### src/rtl/stock_span_monotonic_stack_assert.svh
// assertion macros for the stock span block
`ifndef STOCK_SPAN_MONOTONIC_STACK_ASSERT_SVH
`define STOCK_SPAN_MONOTONIC_STACK_ASSERT_SVH

// antecedent implies consequent in the same cycle
`define SSMS_ASSERT_IMPL(name, ante, cons) \
  name: assert property (@(posedge clk) disable iff (!rst_n) (ante) |-> (cons)) \
    else $error("assertion failed");

// condition must never hold
`define SSMS_ASSERT_NEVER(name, cond) \
  name: assert property (@(posedge clk) disable iff (!rst_n) !(cond)) \
    else $error("assertion failed");

`endif

### src/rtl/ssms_pkg.sv
// shared types and constants for the stock span block
package ssms_pkg;

  localparam int PRICE_W     = 32;
  localparam int SPAN_W      = 11;
  localparam int QUEUE_DEPTH = 2;

  typedef struct packed {
    logic signed [PRICE_W-1:0] price;
    logic                      last;
  } in_item_t;

  typedef struct packed {
    logic [SPAN_W-1:0] span;
    logic              overflow;
  } out_item_t;

  typedef struct packed {
    logic busy;
  } back_status_t;

endpackage

### src/rtl/ssms_queue.sv
// small register queue between the front and back ends
module ssms_queue #(
  parameter int W = 8
) (
  input  logic         clk,
  input  logic         rst_n,
  input  logic         push,
  input  logic [W-1:0] wdata,
  output logic         full,
  input  logic         pop,
  output logic [W-1:0] rdata,
  output logic         not_empty
);

  localparam int PTR_W = $clog2(ssms_pkg::QUEUE_DEPTH);
  localparam int CNT_W = $clog2(ssms_pkg::QUEUE_DEPTH + 1);

  logic [W-1:0]     slot_r [ssms_pkg::QUEUE_DEPTH];
  logic [PTR_W-1:0] wr_ptr_r;
  logic [PTR_W-1:0] rd_ptr_r;
  logic [CNT_W-1:0] cnt_r;
  logic             do_push;
  logic             do_pop;

  assign full      = (cnt_r == CNT_W'(ssms_pkg::QUEUE_DEPTH));
  assign not_empty = (cnt_r != '0);
  assign rdata     = slot_r[rd_ptr_r];
  assign do_push   = push && !full;
  assign do_pop    = pop && not_empty;

  always_ff @(posedge clk) begin
    if (do_push) begin
      slot_r[wr_ptr_r] <= wdata;
    end
  end

  always_ff @(posedge clk) begin
    if (!rst_n) begin
      wr_ptr_r <= '0;
      rd_ptr_r <= '0;
      cnt_r    <= '0;
    end else begin
      if (do_push) begin
        wr_ptr_r <= (wr_ptr_r == PTR_W'(ssms_pkg::QUEUE_DEPTH - 1)) ? '0 : wr_ptr_r + PTR_W'(1);
      end
      if (do_pop) begin
        rd_ptr_r <= (rd_ptr_r == PTR_W'(ssms_pkg::QUEUE_DEPTH - 1)) ? '0 : rd_ptr_r + PTR_W'(1);
      end
      if (do_push && !do_pop) begin
        cnt_r <= cnt_r + CNT_W'(1);
      end else if (do_pop && !do_push) begin
        cnt_r <= cnt_r - CNT_W'(1);
      end
    end
  end

endmodule

### config.mk
export PLATFORM = sky130hd
export DESIGN_NAME = ssms_queue
export DESIGN_NICKNAME = d
export VERILOG_FILES = /design/src/rtl/stock_span_monotonic_stack_assert.svh /design/src/rtl/ssms_pkg.sv /design/src/rtl/ssms_queue.sv
export SDC_FILE = /design/constraint.sdc
export NUM_CORES = 1
export LEC_CHECK = 0
export ABC_CLOCK_PERIOD_IN_PS = 4400
export BUFFER_PORTS_ARGS = -buffer_cell sky130_fd_sc_hd__buf_4
export CAP_MARGIN = 10
export CORE_ASPECT_RATIO = 1.2
export CORE_MARGIN = 5
export CORE_UTILIZATION = 45
export CTS_BUF_LIST = sky130_fd_sc_hd__clkbuf_4
export DETAILED_ROUTE_END_ITERATION = 10
export PLACE_DENSITY_LB_ADDON = 0.15
export SYNTH_ARGS = -nofsm -noshare
export SYNTH_HDL_FRONTEND = slang
export SYNTH_SLANG_ARGS = --single-unit
### constraint.sdc
create_clock -name clk -period 4.4 [get_ports clk]
set_input_delay 0.66 -clock clk [delete_from_list [all_inputs] [get_ports clk]]
set_output_delay 0.66 -clock clk [all_outputs]
set_load 0.01 [all_outputs]
==> results.json <==
{
  "port_buffers": 21,
  "worstPathMaxFanout": 8,
  "syn_avg_cell_area_um2": 15.8,
  "firstDrtPassIters": 4,
  "cts_root_buf": "clkbuf_4",
  "totalPowerFinal_mw": 0.548,
  "layout_min_cycle_time_ns": 2.03,
  "first_global_vias": 514,
  "r2r_end": "cnt_r[1]",
  "fin_crit_sh_pct": 46.2,
  "wl_met3_um": 67,
  "fillCellCount": 139,
  "drc_errors": 0,
  "leakagePower_nw": 0.412,
  "met1Wirelength_um": 509,
  "worstHoldEndpoint": "cnt_r[1]",
  "core_um2": 1660,
  "drive_gt1_share_pct": 46.7,
  "hold_buffers": 0,
  "routed-wl-met2_um": 699,
  "insertion_delay_ns": 0.30,
  "synth_edf_count": 16,
  "antenna_found_initial": 0,
  "initial_core_util_pct": 48.5,
  "insertedDiodeCount": 0,
  "ys_types": 17,
  "setup_viol": 0,
  "r2r_start": "cnt_r[0]",
  "p_clk_share_pct": 16.3,
  "finalWeightedCongestion": 0.658,
  "max_slew_margin_pct": 55.3,
  "syn-num-nets": 64,
  "synth_top_cell_by_area": "edfxtp_1",
  "fmax_ghz": 0.492,
  "nets": 89,
  "yosysMostFrequentCell": "edfxtp_1",
  "fin_cells": 93,
  "dieWidth_um": 48.6,
  "arrival_ns": 1.37,
  "cts_setup_buffers": 0,
  "cts_sinks": 21,
  "area_delta_synth_final_pct": 25.2,
  "async_reset_ff_share_pct": 0,
  "synthTopCellsByArea": "edfxtp_1, dfxtp_1, mux2_2",
  "chipHeight_um": 56.4,
  "cts_buffers": 3,
  "cellPowerDensity_nw_per_um2": 544,
  "regToRegSetupSlack_ns": 2.82,
  "worstMarginPinSlew_ns": 0.666,
  "vdd_ir_drop_max_uv": 329,
  "cts_tree": "built",
  "clock_path_buffers": 2,
  "dr.max_layer_used": "met3",
  "netlist_area_um2": 806,
  "grt_pass1_wl_um": 2260,
  "num_vias": 463,
  "final-hold-violation-count": 0,
  "dieArea_um2": 2740,
  "yosys_warnings": 0,
  "rr_worst_depth": 6,
  "drv_slew": 0,
  "ys_ff_latch": 21,
  "row_count": 16,
  "outcome": "completed",
  "endpoint_kind": "primary output",
  "critPathRequiredTime_ns": 3.74,
  "hold_depth": 2,
  "netlist.area_leader.share_pct": 59.6,
  "cts_resized": 0,
  "drv_cap": 0,
  "postSynthCellCount": 51,
  "ys.flop_type": "edfxtp_1",
  "wirelength_um": 1280,
  "internal-power_mw": 0.387,
  "dp.cells": 89,
  "gr-total-overflow": 0,
  "critPathLaunchType": "flip-flop",
  "drtIter0Drc": 3,
  "swShare_pct": 29.4,
  "yosysSeqAreaShare_pct": 72.0,
  "comb_power_share_pct": 33.0,
  "htree_num_levels": 1,
  "clock_skew_ns": 0.0126,
  "rsz0062_at_grt": "no",
  "track_usage_pct": 10.4,
  "worst_hold_path_type": "flip-flop to flip-flop",
  "tns_ns": 0,
  "seqCellArea_um2": 581,
  "p_sw_mw": 0.161,
  "hpwl_um": 1010,
  "path_clk_slew_ns": 0.12,
  "worstHoldStart": "cnt_r[1]",
  "design.portCount": 22,
  "post_drt_wl_per_cell_um": 13.7,
  "seqPwrFrac_pct": 50.7,
  "synthTopCellsByCount": "edfxtp_1, mux2_2, dfxtp_1, nor2_1",
  "grt_max_degree": 13,
  "multi_input_area_um2": 209,
  "path_class": "flip-flop to primary output",
  "ant_nets": 0,
  "vias_per_cell": 4.98
}
[power groups by stage]
stage	Sequential (mW)	Clock [mW]	Combinational [mW]
after floorplan	0.269	0	0.122
after global placement	0.283	0	0.180
after detailed placement	0.284	0	0.185
after CTS	0.279	0.0909	0.186
after global routing	0.285	0.101	0.205
final	0.278	0.0891	0.181
[final cells by class]
class                   instances  share of cell area, %
clock buffers                   3                   2.23
clock inverters                 1                  0.496
inverters                       3                   1.12
multi-input cells              26                   20.7
flip-flops and latches         21                   57.6
well taps                      18                   2.23
repair buffers                 21                   15.6
[routing by layer]
metal / vias up / global-route usage [%]
met5: - / 0
met4: 0 / 3.46
met3: 0 / 3.17
met2: 11 / 18.3
met1: 220 / 11.7
li1: 232 / -
[placed cells by master (no fill, tap or decap), types with 2 or more instances in the layout]
master	synthesis	final
xor2_1	3	3
dfxtp_1	5	5
clkbuf_4	0	3
o21ai_0	2	2
inv_1	3	3
buf_4	0	21
nor2_1	4	4
mux2_2	8	8
edfxtp_1	16	16
[per-stage QoR]
step	utilization [%]	area (µm²)	worst slack [ns]	hold WS, ns
after floorplan	-	806	2.74	0.472
after global placement	59.0	981	2.61	0.486
after detailed placement	59.0	981	2.58	0.508
after CTS	60.7	1010	2.34	0.530
after global routing	60.7	1010	2.26	0.518
final	60.7	1010	2.37	0.524
[state kept, by name (all words and copies together), names as in the netlist, named ones only]
register / cells
rd_ptr_r: 1
slot_r: 16
cnt_r: 2
wr_ptr_r: 1
[how the worst max path moves through the flow]
stage / from / end / slack, ns
after CTS: flip-flop / rdata[6] / 2.34
after detailed placement: pop / cnt_r[1] / 2.58
final: flip-flop / rdata[6] / 2.37
after global routing: flip-flop / rdata[5] / 2.26
after floorplan: pop / cnt_r[1] / 2.74
after global placement: pop / cnt_r[1] / 2.61
[worst max-delay path: stages, from the launching register on]
cell,delay (ns)
dfxtp_1,0.55
mux2_2,0.38
buf_4,0.14
[logic make-up after synthesis]
logic type | share of synthesized area [%]
AO/OA/AOI/OAI | 3.73
XOR/XNOR | 3.26
adder cells (fa/ha/maj) | 1.55
buffers and inverters | 2.02
flip-flops | 72.1
multiplexers | 11.2
AND/OR/NAND/NOR | 6.21
No activity file was read; power rests on OpenSTA's default activity.
