<file path="src/rtl/stock_span_monotonic_stack_assert.svh">
// assertion macros for the stock span block
`ifndef STOCK_SPAN_MONOTONIC_STACK_ASSERT_SVH
`define STOCK_SPAN_MONOTONIC_STACK_ASSERT_SVH

// antecedent implies consequent in the same cycle
`define SSMS_ASSERT_IMPL(name, ante, cons) \
  name: assert property (@(posedge clk) disable iff (!rst_n) (ante) |-> (cons)) \
    else $error("assertion failed");

// condition must never hold
`define SSMS_ASSERT_NEVER(name, cond) \
  name: assert property (@(posedge clk) disable iff (!rst_n) !(cond)) \
    else $error("assertion failed");

`endif

</file>
<file path="src/rtl/ssms_pkg.sv">
// shared types and constants for the stock span block
package ssms_pkg;

  localparam int PRICE_W     = 32;
  localparam int SPAN_W      = 11;
  localparam int QUEUE_DEPTH = 2;

  typedef struct packed {
    logic signed [PRICE_W-1:0] price;
    logic                      last;
  } in_item_t;

  typedef struct packed {
    logic [SPAN_W-1:0] span;
    logic              overflow;
  } out_item_t;

  typedef struct packed {
    logic busy;
  } back_status_t;

endpackage

</file>
<file path="src/rtl/ssms_front.sv">
// front end: accepts items, tracks the sequence index and tags overflow
module ssms_front #(
  parameter int MAX_LEN = 1024
) (
  input  logic                                 clk,
  input  logic                                 rst_n,
  input  logic                                 in_valid,
  output logic                                 in_stall,
  input  ssms_pkg::in_item_t                   in_data,
  output logic                                 q_push,
  output logic [ssms_pkg::PRICE_W+1+1+$clog2(MAX_LEN)-1:0] q_wdata,
  input  logic                                 q_full
);

  localparam int IDX_W = $clog2(MAX_LEN + 1);
  localparam int POS_W = $clog2(MAX_LEN);

  logic [IDX_W-1:0] idx_r;
  logic [IDX_W-1:0] idx_nxt;
  logic             ovf;

  assign in_stall = q_full;
  assign q_push   = in_valid && !q_full;
  assign ovf      = (idx_r == IDX_W'(MAX_LEN));
  assign q_wdata  = {in_data.price, in_data.last, ovf, idx_r[POS_W-1:0]};

  always_comb begin
    idx_nxt = idx_r;
    if (q_push) begin
      if (in_data.last) begin
        idx_nxt = '0;
      end else if (!ovf) begin
        idx_nxt = idx_r + IDX_W'(1);
      end
    end
  end

  always_ff @(posedge clk) begin
    if (!rst_n) begin
      idx_r <= '0;
    end else begin
      idx_r <= idx_nxt;
    end
  end

endmodule

</file>
<file path="config.mk">
export PLATFORM = sky130hd
export DESIGN_NAME = ssms_front
export DESIGN_NICKNAME = d
export VERILOG_FILES = /design/src/rtl/stock_span_monotonic_stack_assert.svh /design/src/rtl/ssms_pkg.sv /design/src/rtl/ssms_front.sv
export SDC_FILE = /design/constraint.sdc
export NUM_CORES = 1
export LEC_CHECK = 0
export ABC_AREA = 1
export BUFFER_PORTS_ARGS = -buffer_cell sky130_fd_sc_hd__buf_2
export CAP_MARGIN = 15
export CORE_MARGIN = 2
export CORE_UTILIZATION = 41
export DETAILED_ROUTE_END_ITERATION = 10
export GPL_ROUTABILITY_DRIVEN = 1
export PLACE_DENSITY = 0.9
export SLEW_MARGIN = 20
export SYNTH_ARGS = -nofsm -noshare
export SYNTH_HDL_FRONTEND = slang
export SYNTH_SLANG_ARGS = --single-unit
</file>
<file path="constraint.sdc">
create_clock -name clk -period 1.56 [get_ports clk]
set_clock_uncertainty 0.1 [all_clocks]
set_input_delay 0.234 -clock clk [delete_from_list [all_inputs] [get_ports clk]]
set_output_delay 0.234 -clock clk [all_outputs]
set_load 0.03 [all_outputs]
</file>
==> impl_results.rst, run 1 <==
.. list-table::
   :header-rows: 1

   * - Metric
     - Value
   * - Run status
     - finished, violations left
   * - Violated checks
     - setup timing
   * - Critical path data required time
     - approximately 1.2 ns
   * - Top reg by flops
     - idx_r
   * - Int Pwr
     - between 400 and 500 uW
   * - Most frequently used flop master after synthesis
     - dfxtp_1
   * - CP delay by family, top
     - simple AND/OR/NAND/NOR gates
   * - Tightest Pin Transition
     - ~0.28 ns
   * - Multiplexer fraction of the synthesized cell area
     - 0%
   * - Final #Nets
     - roughly 210
   * - Number of antenna-violating nets in the routed design
     - 0
   * - Share of the synthesized netlist area taken by xor and xnor gates
     - 0%
   * - Number of DRC violations after detailed routing
     - 0
   * - Post-CTS Hold Buffers
     - 0
   * - Largest family of logic cells by synthesized area
     - buffers and inverters
   * - Total number of H-tree levels
     - 1
   * - Post-place setup slack
     - 0.0595 ns
   * - Sequential cell area fraction in the yosys report
     - between 10% and 20%
   * - Number of buffers on the longest clock path
     - 2
   * - Critical-path cell with the highest stage delay
     - dfxtp_4
   * - Total via count in the routed design
     - 1015
   * - Top Usage Layer GRT
     - met2
   * - Fin worst setup slack
     - -0.0220 ns
   * - Largest voltage drop on the vdd net
     - between 0.4 and 0.5 mV
   * - Die ar.
     - around 0.0033 mm^2
   * - Hold crit path type
     - input port to flip-flop
   * - Slowest cell delay on critical path
     - ~0.35 ns
   * - Fraction of the mapped netlist area in simple logic gates
     - 36.3%
   * - TritonCTS clock tree
     - yes
   * - Worst Min Path Start
     - rst_n
   * - Switching share of total power
     - approximately 30%
   * - Post-detailed-route wirelength per cell
     - about 13 um
   * - Via count normalized by instance count
     - slightly above 5
   * - I/O pin count
     - slightly above 80
   * - Clock share of power
     - about a third
   * - Root Buffer Master
     - clkbuf_4
   * - Count of standard-cell rows
     - 19
   * - Filler Cells Inserted
     - about 260
   * - PwrDens
     - between 500 and 600 mW/mm^2
   * - Worst max-slew margin expressed relative to the limit
     - 81.2%
   * - Mapped Nets
     - between 200 and 250
   * - Clock insertion delay at the later pin of the skew report
     - approximately 0.28 ns
   * - Met3 track demand over resource
     - between 4 and 5%
   * - Die Width
     - 57.6 um
   * - Post-synthesis sequential element count
     - 11
   * - Share of power burned in registers
     - a little under half
   * - Clock tree sinks
     - 11
   * - Share of synthesized cell area in full adder, half adder and majority cells
     - between 2 and 2.5%
   * - Cell count after synthesis
     - approximately 180
   * - Unrepaired setup endpoints after global routing
     - yes
   * - Clock buffers created by TritonCTS
     - 3
   * - Share of the core filled with cells
     - between 40% and 50%
   * - Worst Path Buf+Inv
     - 2
   * - Minimum clock period after layout
     - between 1.5 and 2 ns
   * - Buffers added on ports
     - 18
   * - Violation count after the first detailed-routing iteration
     - 35
   * - Die height
     - about 58 um
   * - Wire length of the first global-routing pass
     - about 3700 um
   * - CP arrival
     - roughly 1.3 ns
   * - Layout cell share with drive strength beyond 1
     - 42.3%
   * - Global router's overall resource usage
     - 14.5%
   * - Pleak
     - about 0.00055 uW
   * - Most common cell after layout, fill and taps aside
     - nand2_1
   * - Area taken by flip-flops and latches
     - 230 um^2
   * - Commonest non-fill, non-tap cells in the layout
     - nand2_1, nand3_1, buf_2
   * - Area fraction in compound gates after synthesis
     - 3.40%
   * - Starting density of the core
     - a little over two fifths
   * - Final hold vios
     - 0
   * - Hold Worst Slack
     - approximately 0.19 ns
   * - Maximum frequency from static timing analysis
     - about 630 MHz
   * - Syn_area_per_cell
     - 6.61 um^2
   * - Count of unique library cells instantiated by Yosys
     - 22
   * - Layout Area Growth over Synthesis
     - 1.81%
   * - Met1 layer usage reported by global route
     - between 15 and 20%
   * - Type of the worst setup path
     - flip-flop to output pin
   * - Worst Setup SP
     - idx_r[7]
   * - Antenna violations before repair
     - 0
   * - Largest registers in the final layout
     - idx_r (11)
   * - Fin. max-slew vios
     - 0
   * - EDFF count, synth
     - 0
   * - Cell chain of the critical path
     - inv_2 > nand4_1 > nor4_2 > buf_4
   * - Count of yosys warnings during synthesis
     - 0
   * - Final setup violation count
     - 1
   * - Relative contribution of combinational cells to total power
     - between 20% and 30%
   * - R2r setup slk
     - around 0.04 ns
   * - Vias in the first global route
     - 886
   * - Net switching power of the design
     - 186 uW
   * - Pin count of the biggest net entering global routing
     - 17
   * - Peak fanout along the critical path
     - 2
   * - Flip-flop count of the largest register, all copies and words added
     - 11
   * - Diode insertion count for antenna repair
     - 0
   * - Iteration count of the initial detailed-routing pass
     - 4
   * - Met2 layer usage reported by global route
     - 23.5%
   * - Area of combinational cells with multiple inputs
     - around 600 um^2
   * - Endpoint class of the critical path
     - output pin
   * - Beginning of the worst register-to-register path
     - idx_r[0]
   * - Clock-pin slew of the registers on the worst-case setup and hold paths
     - ~0.08 ns
   * - Global-route congestion overflow total
     - 0
   * - Routability Congestion
     - ~0.88
   * - Max-cap viol count
     - 0
   * - Critical Path Start Type
     - flip-flop
   * - Post-route fraction of the period consumed by the critical path
     - 101%
   * - Share of synthesized registers carrying an async set or reset
     - 0%
   * - Syn Std Cell Area
     - approximately 0.0012 mm^2
   * - Total routed wirelength
     - roughly 2700 um
   * - Core box area
     - approximately 0.0027 mm^2
   * - Total half-perimeter wirelength after legalization and detailed placement
     - about 1600 um
## synth_stat cells, drive strengths merged (2+ instances only)
| master | n | share of area (%) |
|---|---|---|
| buf | 49 | 32 |
| nand2 | 35 | 12 |
| nand3 | 26 | 13 |
| inv | 18 | 5.7 |
| nor2 | 17 | 6.3 |
| dfxtp | 11 | 19 |
| a21oi | 5 | 2.1 |
| nand4 | 3 | 1.6 |
| nor3 | 3 | 1.3 |
| o21ai | 3 | 1.3 |
| ha | 2 | 2.1 |
## metal layers
layer / part of all wire (%) / vias to the layer above
li1: - / 496
met1: 37 / 450
met2: 50 / 47
met3: 7.9 / 22
met4: 4.9 / 0
met5: 0 / -
## final timing paths
path / cells after the start / endpoint
worst min register to register: 3 / idx_r[0]
worst min-delay path: 3 / idx_r[8]
worst max register to register: 11 / idx_r[7]
worst max-delay path: 4 / q_wdata[10]
## power groups by stage
stage | Sequential [uW] | Combinational (uW) | Clock (uW)
after global routing | 285 | 132 | 221
after floorplan | 294 | 225 | 0
final | 285 | 123 | 209
after detailed placement | 293 | 95.9 | 0
after global placement | 293 | 93.9 | 0
after CTS | 284 | 112 | 211
## metrics by stage
step | area [um^2] | power, uW | instances | setup TNS, ns
detailed placement | 1010 | 389 | 188 | 0
global placement | 1010 | 387 | 188 | 0
finish | 1200 | 616 | 199 | -0.0220
floorplan | 1180 | 519 | 178 | 0
CTS | 1100 | 607 | 197 | -0.0177
global route | 1200 | 638 | 199 | -0.171
## worst reg2reg max path: stages (launching register included)
cell and delay [ns]:
dfxtp_2 0.33, inv_2 0.07, ha_4 0.14, buf_4 0.11, nand2_2 0.07, nor2_4 0.11
nand3_4 0.13, buf_6 0.17, nand3_1 0.07, nand2_1 0.05, inv_1 0.04, nor2_1 0.03
## kinds of logic after synthesis
| logic type | after synthesis |
|---|---|
| flops | 11 |
| compound gates | 8 |
| buf+inv | 69 |
| fa+ha+maj | 2 |
| simple gates | 88 |
## cell type report
| class | count | share of cell area (%) |
|---|---|---|
| tap | 31 | 3.24 |
| sequential | 11 | 19.2 |
| clock buffer | 4 | 2.19 |
| multi-input combinational | 98 | 48.7 |
| inverter | 19 | 5.96 |
| timing repair buffer | 36 | 20.7 |
## what timing repair did
action	in CTS	in global routing
pin swaps	3	4
buffers inserted	6	2
resized for setup	15	18
endpoints found under the setup margin	1	12
Note: power is estimated with default switching activity, not from simulation.
==> run 2: changes to the inputs <==
- ABC_AREA: 1 -> unset
- CORE_UTILIZATION: 41 -> 39
- SLEW_MARGIN: 20 -> unset
==> run 2 against run 1 <==
Count of clock-buffer cells in the layout stayed put. Design area is 13% lower. Via count is 14% lower. First-iteration DRC count is 34% lower. Synthesized cell count is 29% lower. Critical path type unchanged. The flow still finishes with violations (setup timing). Cell count is 23% lower. Sequential share of layout area is 2.0 points higher. Maximum frequency is 26% lower.
==> impl_results.rst, run 2 <==
.. list-table::
   :header-rows: 1

   * - Metric
     - Value
   * - Most common cell on crit path
     - inv_2
   * - Largest registers in the final layout
     - idx_r (11)
   * - Fraction of the mapped netlist area in simple logic gates
     - 17.1% (-19 points)
   * - Clock share of power
     - 35.7% (+1.9 points)
   * - Die Width
     - 55.8 um (-3.1%)
   * - Post-place setup slack
     - -0.399 ns (-0.458 ns)
   * - CP delay by family, top
     - simple AND/OR/NAND/NOR gates
   * - Final #Nets
     - 163 (-22%)
   * - Post-detailed-route wirelength per cell
     - 17.1 um (+28%)
   * - Diode insertion count for antenna repair
     - 0 (unchanged)
   * - Worst max-slew margin expressed relative to the limit
     - 79.7% (-1.5 points)
   * - Critical Path Start Type
     - flip-flop
   * - Antenna violations before repair
     - 0 (unchanged)
   * - Multiplexer fraction of the synthesized cell area
     - 0% (unchanged)
   * - Syn_area_per_cell
     - 8.23 um^2 (+25%)
   * - Number of buffers on the longest clock path
     - 2 (unchanged)
   * - Top reg by flops
     - idx_r
   * - CP arrival
     - 1.80 ns (+0.55 ns)
   * - Clock insertion delay at the later pin of the skew report
     - 0.28 ns (about the same)
   * - Run status
     - finished, violations left
   * - Dominant cell type by area after synthesis
     - buf_4
   * - Net switching power of the design
     - 163 uW (-12%)
   * - Total routed wirelength
     - 2620 um (-1.9%)
   * - Cell chain of the critical path
     - inv_2 > ha_1 > or4b_4 > or3_4 > inv_2 > buf_6
   * - Share of power burned in registers
     - 48.5% (+2.3 points)
   * - Post-CTS Hold Buffers
     - 0 (unchanged)
   * - Flip-flop count of the largest register, all copies and words added
     - 11 (unchanged)
   * - Cell count after synthesis
     - 127 (-29%)
   * - Total via count in the routed design
     - 868 (-14%)
   * - Leading cell type by number of instances after synthesis
     - buf_4
   * - PwrDens
     - 558 mW/mm^2 (+8.3%)
   * - Total half-perimeter wirelength after legalization and detailed placement
     - 1880 um (+15%)
   * - Violated checks
     - setup timing
   * - Critical-path cell with the highest stage delay
     - or4b_4
   * - Number of DRC violations after detailed routing
     - 0 (unchanged)
   * - Synth area leaders
     - buf_4, dfxtp_1, o221a_1
   * - Iteration count of the initial detailed-routing pass
     - 4 (unchanged)
   * - Largest family of logic cells by synthesized area
     - buffers and inverters
   * - Fin worst setup slack
     - -0.578 ns (-0.556 ns)
   * - Tightest Pin Transition
     - 0.303 ns (+0.0232 ns)
   * - Switching share of total power
     - 27.9% (-2.2 points)
   * - Clock tree sinks
     - 11 (unchanged)
   * - Core box area
     - 0.00250 mm^2 (-8.6%)
   * - Minimum clock period after layout
     - 2.14 ns (+0.556 ns)
   * - Peak fanout along the critical path
     - 3 (+1)
   * - Number of cells after detailed placement
     - 146 (-22%)
   * - Starting density of the core
     - 41.8% (-1.2 points)
   * - Sequential cell area fraction in the yosys report
     - 21.1% (+2.4 points)
   * - Number of stages on the worst hold path
     - 2 (-1)
   * - Worst-case reg-to-reg path depth
     - 9 (-2)
   * - Max-cap viol count
     - 0 (unchanged)
   * - Total number of H-tree levels
     - 1 (unchanged)
   * - Routability Congestion
     - 0.846 (-4.3%)
   * - Violation count after the first detailed-routing iteration
     - 23 (-34%)
   * - Mapped Nets
     - 166 (-24%)
   * - Clock buffers created by TritonCTS
     - 3 (unchanged)
   * - Root Buffer Master
     - clkbuf_4
   * - Layout cell share with drive strength beyond 1
     - 48.8% (+6.5 points)
   * - Via count normalized by instance count
     - 5.67 (+11%)
   * - Most common cell after layout, fill and taps aside
     - buf_4
   * - Share of synthesized cell area in full adder, half adder and majority cells
     - 2.40% (+0.27 points)
   * - Filler Cells Inserted
     - 248 (-5.0%)
   * - Worst Path Buf+Inv
     - 3 (+1)
   * - Critical path data required time
     - 1.23 ns (about the same)
   * - Layout Area Growth over Synthesis
     - 0.239%
   * - EDFF count, synth
     - 0 (unchanged)
   * - Area fraction in compound gates after synthesis
     - 22.0% (+19 points)
   * - Most frequently used flop master after synthesis
     - dfxtp_1
   * - Fin. max-slew vios
     - 0 (unchanged)
   * - Clock-pin slew of the registers on the worst-case setup and hold paths
     - 0.08 ns (about the same)
   * - Dpl cell area
     - 973 um^2 (-3.4%)
   * - TritonCTS clock tree
     - yes
   * - Vias in the first global route
     - 830 (-6.3%)
   * - Count of non-filler cells in the finished layout
     - 153 (-23%)
   * - Count of standard-cell rows
     - 18 (-1)
   * - Post-synthesis sequential element count
     - 11 (unchanged)
   * - Number of antenna-violating nets in the routed design
     - 0 (unchanged)
   * - PnR Total Power
     - 584 uW (-5.3%)
   * - Maximum frequency from static timing analysis
     - 468 MHz (-26%)
   * - Final setup violation count
     - 12 (+11)
   * - Commonest non-fill, non-tap cells in the layout
     - buf_4, buf_2, dfxtp_1
   * - Global-route congestion overflow total
     - 0 (unchanged)
   * - Slowest cell delay on critical path
     - 0.47 ns (+0.12 ns)
   * - Share of the synthesized netlist area taken by xor and xnor gates
     - 0% (unchanged)
   * - Syn Std Cell Area
     - 0.00104 mm^2 (-11%)
   * - Number of stages on the worst setup path
     - 6 (+2)
   * - Die height
     - 55.8 um (-3.1%)
   * - Global router's overall resource usage
     - 15.5% (+0.92 points)
   * - Final hold vios
     - 0 (unchanged)
   * - Share of synthesized registers carrying an async set or reset
     - 0% (unchanged)
   * - Wire length of the first global-routing pass
     - 3870 um (+4.5%)
   * - Post-synth top area share
     - 32.3% (+3.0 points)
   * - Die ar.
     - 0.00311 mm^2 (-6.2%)
   * - Pin count of the biggest net entering global routing
     - 15 (-2)
   * - Count of unique library cells instantiated by Yosys
     - 32 (+45%)
   * - Largest voltage drop on the vdd net
     - 0.217 mV (-56%)
   * - Endpoint class of the critical path
     - output pin
   * - Int Pwr
     - 421 uW (-2.3%)
   * - Relative contribution of combinational cells to total power
     - 15.8% (-4.2 points)
   * - I/O pin count
     - 83 (unchanged)
   * - Unrepaired setup endpoints after global routing
     - yes
   * - Hold crit path type
     - input port to flip-flop
   * - Final standard cell area without fillers
     - 0.00105 mm^2 (-13%)
   * - Commonest cells in the synthesized netlist
     - buf_4, dfxtp_1, inv_1, nand2_1, o21ai_0
   * - Pleak
     - 0.000447 uW (-19%)
   * - Count of yosys warnings during synthesis
     - 0 (unchanged)
   * - Type of the worst setup path
     - flip-flop to output pin
   * - Post-route fraction of the period consumed by the critical path
     - 137% (+36 points)
   * - Buffers added on ports
     - 18 (unchanged)
==> run 2: changes by cell type in the layout (fill, tap and decap cells not counted), moves of 4 or more <==
cell     before  now
dfxtp_1       5    9
inv_1        14    6
nand3_1      19    3
nand2_1      31    8
buf_4        16   21
nor2_1       12    2
nand3_2       6    0
==> run 2: metal layers <==
layer  GRT usage [%]  up-vias  routed length, um
li1                -      390                  -
met1            15.2      399                854
met2            26.9       59               1310
met3            5.81       20                339
met4            10.1        0                114
met5               0        -                  0
==> run 2: cell type report <==
class / instances / area, um^2 / share of cell area [%]
multi-input combinational: 59 / 454 / 43.4
inverter: 8 / 30.0 / 2.87
timing repair buffer: 41 / 277 / 26.4
sequential: 11 / 223 / 21.3
tap: 30 / 37.5 / 3.58
clock buffer: 4 / 26.3 / 2.51
==> run 2: worst register-to-register path: stages, from the launching register on <==
cell	delay, ns
dfxtp_2	0.33
inv_2	0.05
ha_1	0.13
or4b_4	0.47
buf_4	0.17
buf_4	0.13
o41ai_4	0.26
buf_4	0.21
o21ai_1	0.06
a21boi_1	0.14
==> run 2: metrics by stage <==
step	setup TNS (ns)	hold slack, ns	utilization (%)
final	-6.19	0.230	41.9
after global routing	-6.72	0.244	41.9
after CTS	-5.51	0.216	41.1
after detailed placement	-4.09	0.368	38.9
after global placement	-3.45	0.368	38.9
after floorplan	-3.26	0.286	-
==> run 2: logic make-up (layout without fill, tap and decap cells) <==
kind of cell / Yosys count / in the layout
AO/OA/AOI/OAI: 26 / 26
adder cells (fa/ha/maj): 2 / 2
buffers and inverters: 57 / 53
flip-flops: 11 / 11
AND/OR/NAND/NOR: 31 / 31
==> run 2: final timing paths <==
| kind | from | endpoint | slack, ns |
|---|---|---|---|
| worst min-delay path | rst_n | idx_r[0] | 0.23 |
| worst max register to register | idx_r[0] | idx_r[9] | -0.56 |
| worst min register to register | idx_r[0] | idx_r[0] | 0.45 |
| worst max-delay path | idx_r[0] | q_wdata[10] | -0.58 |
==> run 2: power by group through the flow <==
stage	Clock, uW	Combinational, uW	Sequential [uW]
detailed placement	0	80.9	290
global placement	0	78.8	290
global route	222	97.3	283
finish	208	92.4	283
floorplan	0	206	291
CTS	213	85.8	283
==> run 2: timing repair <==
action	4_1_cts	5_1_grt
endpoints found under the setup margin	12	12
buffers inserted	1	1
resized for setup	6	2
cloned	0	1
hold endpoints to repair	0	0
==> run 3: changes to the inputs <==
- CORE_UTILIZATION: 39 -> 40
- CTS_BUF_LIST: unset -> sky130_fd_sc_hd__clkbuf_4
- PLACE_DENSITY: 0.9 -> 0.92
==> run 3 against run 2 <==
The run still ends with setup timing left. Global-route usage grew 1.0 points. Design area rose by 2.7%. Non-clock buffer count is 2 higher. Via count up 1.2%. Sequential share of layout area fell by 0.57 points. First-iteration DRC count up 13%. Register-to-register slack worse by 0.07 ns. Sequential power about the same. Count of clock-buffer cells in the layout shrank 1. Flip-flop and latch count is the same. Critical path type unchanged. Utilization rose by 1.5 points. Highest routed layer unchanged.
==> impl_results.rst, run 3 (synthesis gave the netlist of run 2 again) <==
.. list-table::
   :header-rows: 1

   * - Metric
     - Value
   * - Layout cell share with drive strength beyond 1
     - 52.0% (+3.2 points)
   * - Minimum clock period after layout
     - 2.21 ns (+0.0705 ns)
   * - Global router's overall resource usage
     - 16.5% (+1.0 points)
   * - Critical path data required time
     - 1.23 ns (about the same)
   * - Fin. max-slew vios
     - 0 (unchanged)
   * - Terminating pin of the worst hold path
     - idx_r[3]
   * - Fin worst setup slack
     - -0.649 ns (-0.0705 ns)
   * - Layout Area Growth over Synthesis
     - 2.99%
   * - Final hold vios
     - 0 (unchanged)
   * - Pleak
     - 0.000459 uW (+2.9%)
   * - Total number of H-tree levels
     - 1 (unchanged)
   * - Final setup violation count
     - 12 (unchanged)
   * - Post-place setup slack
     - -0.375 ns (+0.0238 ns)
   * - Worst Path Buf+Inv
     - 3 (unchanged)
   * - Cell chain of the critical path
     - inv_2 > ha_4 > or4b_4 > or3_4 > inv_2 > buf_6
   * - Number of buffers on the longest clock path
     - 2 (unchanged)
   * - Beginning of the worst register-to-register path
     - idx_r[0]
   * - Post-CTS Hold Buffers
     - 0 (unchanged)
   * - CP delay by family, top
     - simple AND/OR/NAND/NOR gates
   * - Global-route congestion overflow total
     - 0 (unchanged)
   * - Largest voltage drop on the vdd net
     - 0.416 mV (+91%)
   * - Critical-path cell with the highest stage delay
     - or4b_4
   * - Count of non-filler cells in the finished layout
     - 155 (+1.3%)
   * - Buffers added on ports
     - 18 (unchanged)
   * - PwrDens
     - 544 mW/mm^2 (-2.4%)
   * - Tightest Pin Transition
     - 0.264 ns (-0.0389 ns)
   * - Routability Congestion
     - 0.831 (-1.8%)
   * - Slowest cell delay on critical path
     - 0.47 ns (about the same)
   * - Clock insertion delay at the later pin of the skew report
     - 0.28 ns (about the same)
   * - Count of standard-cell rows
     - 18 (unchanged)
   * - Worst-case reg-to-reg path depth
     - 9 (unchanged)
   * - Most common cell on crit path
     - inv_2
   * - Number of stages on the worst hold path
     - 2 (unchanged)
   * - Endpoint of the worst register-to-register path
     - idx_r[6]
   * - Root Buffer Master
     - clkbuf_4
   * - Vias in the first global route
     - 795 (-4.2%)
   * - Number of antenna-violating nets in the routed design
     - 0 (unchanged)
   * - Endpoint class of the critical path
     - output pin
   * - Diode insertion count for antenna repair
     - 0 (unchanged)
   * - Violated checks
     - setup timing
   * - Critical Path Start Type
     - flip-flop
   * - Die ar.
     - 0.00304 mm^2 (-2.3%)
   * - Core box area
     - 0.00248 mm^2 (-0.90%)
   * - Final #Nets
     - 165 (+1.2%)
   * - Largest registers in the final layout
     - idx_r (11)
   * - Die height
     - 55.1 um (-1.2%)
   * - Starting density of the core
     - 42.2% (+0.38 points)
   * - Clock tree sinks
     - 11 (unchanged)
   * - Post-detailed-route wirelength per cell
     - 16.6 um (-2.9%)
   * - Worst Min Path Start
     - rst_n
   * - Total via count in the routed design
     - 878 (+1.2%)
   * - Wire length of the first global-routing pass
     - 3510 um (-9.4%)
   * - Top reg by flops
     - idx_r
   * - Commonest non-fill, non-tap cells in the layout
     - buf_4, buf_2, dfxtp_1
   * - Clock-pin slew of the registers on the worst-case setup and hold paths
     - 0.08 ns (about the same)
   * - Most common cell after layout, fill and taps aside
     - buf_4
   * - I/O pin count
     - 83 (unchanged)
   * - Hold crit path type
     - input port to flip-flop
   * - Total half-perimeter wirelength after legalization and detailed placement
     - 1870 um (-0.44%)
   * - PnR Total Power
     - 586 uW (+0.28%)
   * - Worst max-slew margin expressed relative to the limit
     - 82.3% (+2.6 points)
   * - Die Width
     - 55.1 um (-1.2%)
   * - TritonCTS clock tree
     - yes
   * - Pin count of the biggest net entering global routing
     - 15 (unchanged)
   * - Maximum frequency from static timing analysis
     - 453 MHz (-3.2%)
   * - Unrepaired setup endpoints after global routing
     - yes
   * - CP arrival
     - 1.87 ns (+0.07 ns)
   * - Flip-flop count of the largest register, all copies and words added
     - 11 (unchanged)
   * - Via count normalized by instance count
     - 5.66 (-0.15%)
   * - Max-cap viol count
     - 0 (unchanged)
   * - Iteration count of the initial detailed-routing pass
     - 4 (unchanged)
   * - R2r setup slk
     - -0.63 ns (-0.07 ns)
   * - Total routed wirelength
     - 2570 um (-1.7%)
   * - Number of DRC violations after detailed routing
     - 0 (unchanged)
   * - Clock buffers created by TritonCTS
     - 3 (unchanged)
   * - Hold Worst Slack
     - 0.214 ns (-0.0154 ns)
   * - Post-route fraction of the period consumed by the critical path
     - 142% (+4.5 points)
   * - Violation count after the first detailed-routing iteration
     - 26 (+13%)
   * - Peak fanout along the critical path
     - 2 (-1)
   * - Antenna violations before repair
     - 0 (unchanged)
   * - Run status
     - finished, violations left
   * - Type of the worst setup path
     - flip-flop to output pin
   * - Number of cells after detailed placement
     - 147 (+0.68%)
[run 3: cell count changes in the layout (fill, tap and decap cells not counted), sizes merged]
| cell | delta |
|---|---|
| clkinv | +1 |
| buf | +2 |
| clkbuf | -1 |
[run 3: area by class of cell]
class | count | area (um^2)
Clock buffer | 3 | 22.5
Clock inverter | 1 | 5.00
Fill cell | 240 | 1400
Inverter | 8 | 30.0
Multi-Input combinational cell | 59 | 463
Sequential cell | 11 | 223
Tap cell | 30 | 37.5
Timing Repair Buffer | 43 | 295
[run 3: timing repair]
action | in CTS | in global routing
pin swaps | 0 | 4
gates resized for setup | 4 | 8
setup endpoints to repair | 12 | 12
setup buffers | 1 | 3
[run 3: how the worst max path moves through the flow]
stage | start | end | slack (ns) | depth (start not counted)
floorplan | idx_r[0] | idx_r[2] | -0.35 | 6
global placement | idx_r[0] | q_wdata[10] | -0.31 | 6
detailed placement | idx_r[0] | idx_r[6] | -0.37 | 7
CTS | idx_r[0] | q_wdata[10] | -0.59 | 6
global route | idx_r[0] | q_wdata[10] | -0.70 | 6
finish | idx_r[0] | q_wdata[10] | -0.65 | 6
[run 3: power breakdown]
group	internal, uW	switching (uW)
registers	282	0.965
logic	43.5	53.8
clock network	95.3	110
total	421	165
[run 3: layer usage]
metal / share of wire (%) / vias to the layer above / global-route usage, %
met1: 33 / 393 / 16.1
met3: 12 / 25 / 5.38
met4: 5.7 / 0 / 13.8
met5: 0 / - / 0
met2: 49 / 62 / 28.0
li1: - / 398 / -
[run 3: through the flow]
step / TNS [ns] / utilization [%] / instance area, um^2
floorplan: -3.26 / - / 1060
global placement: -3.47 / 39.6 / 981
detailed placement: -4.09 / 39.6 / 981
CTS: -5.69 / 41.4 / 1030
global route: -7.78 / 43.4 / 1080
finish: -7.03 / 43.4 / 1080
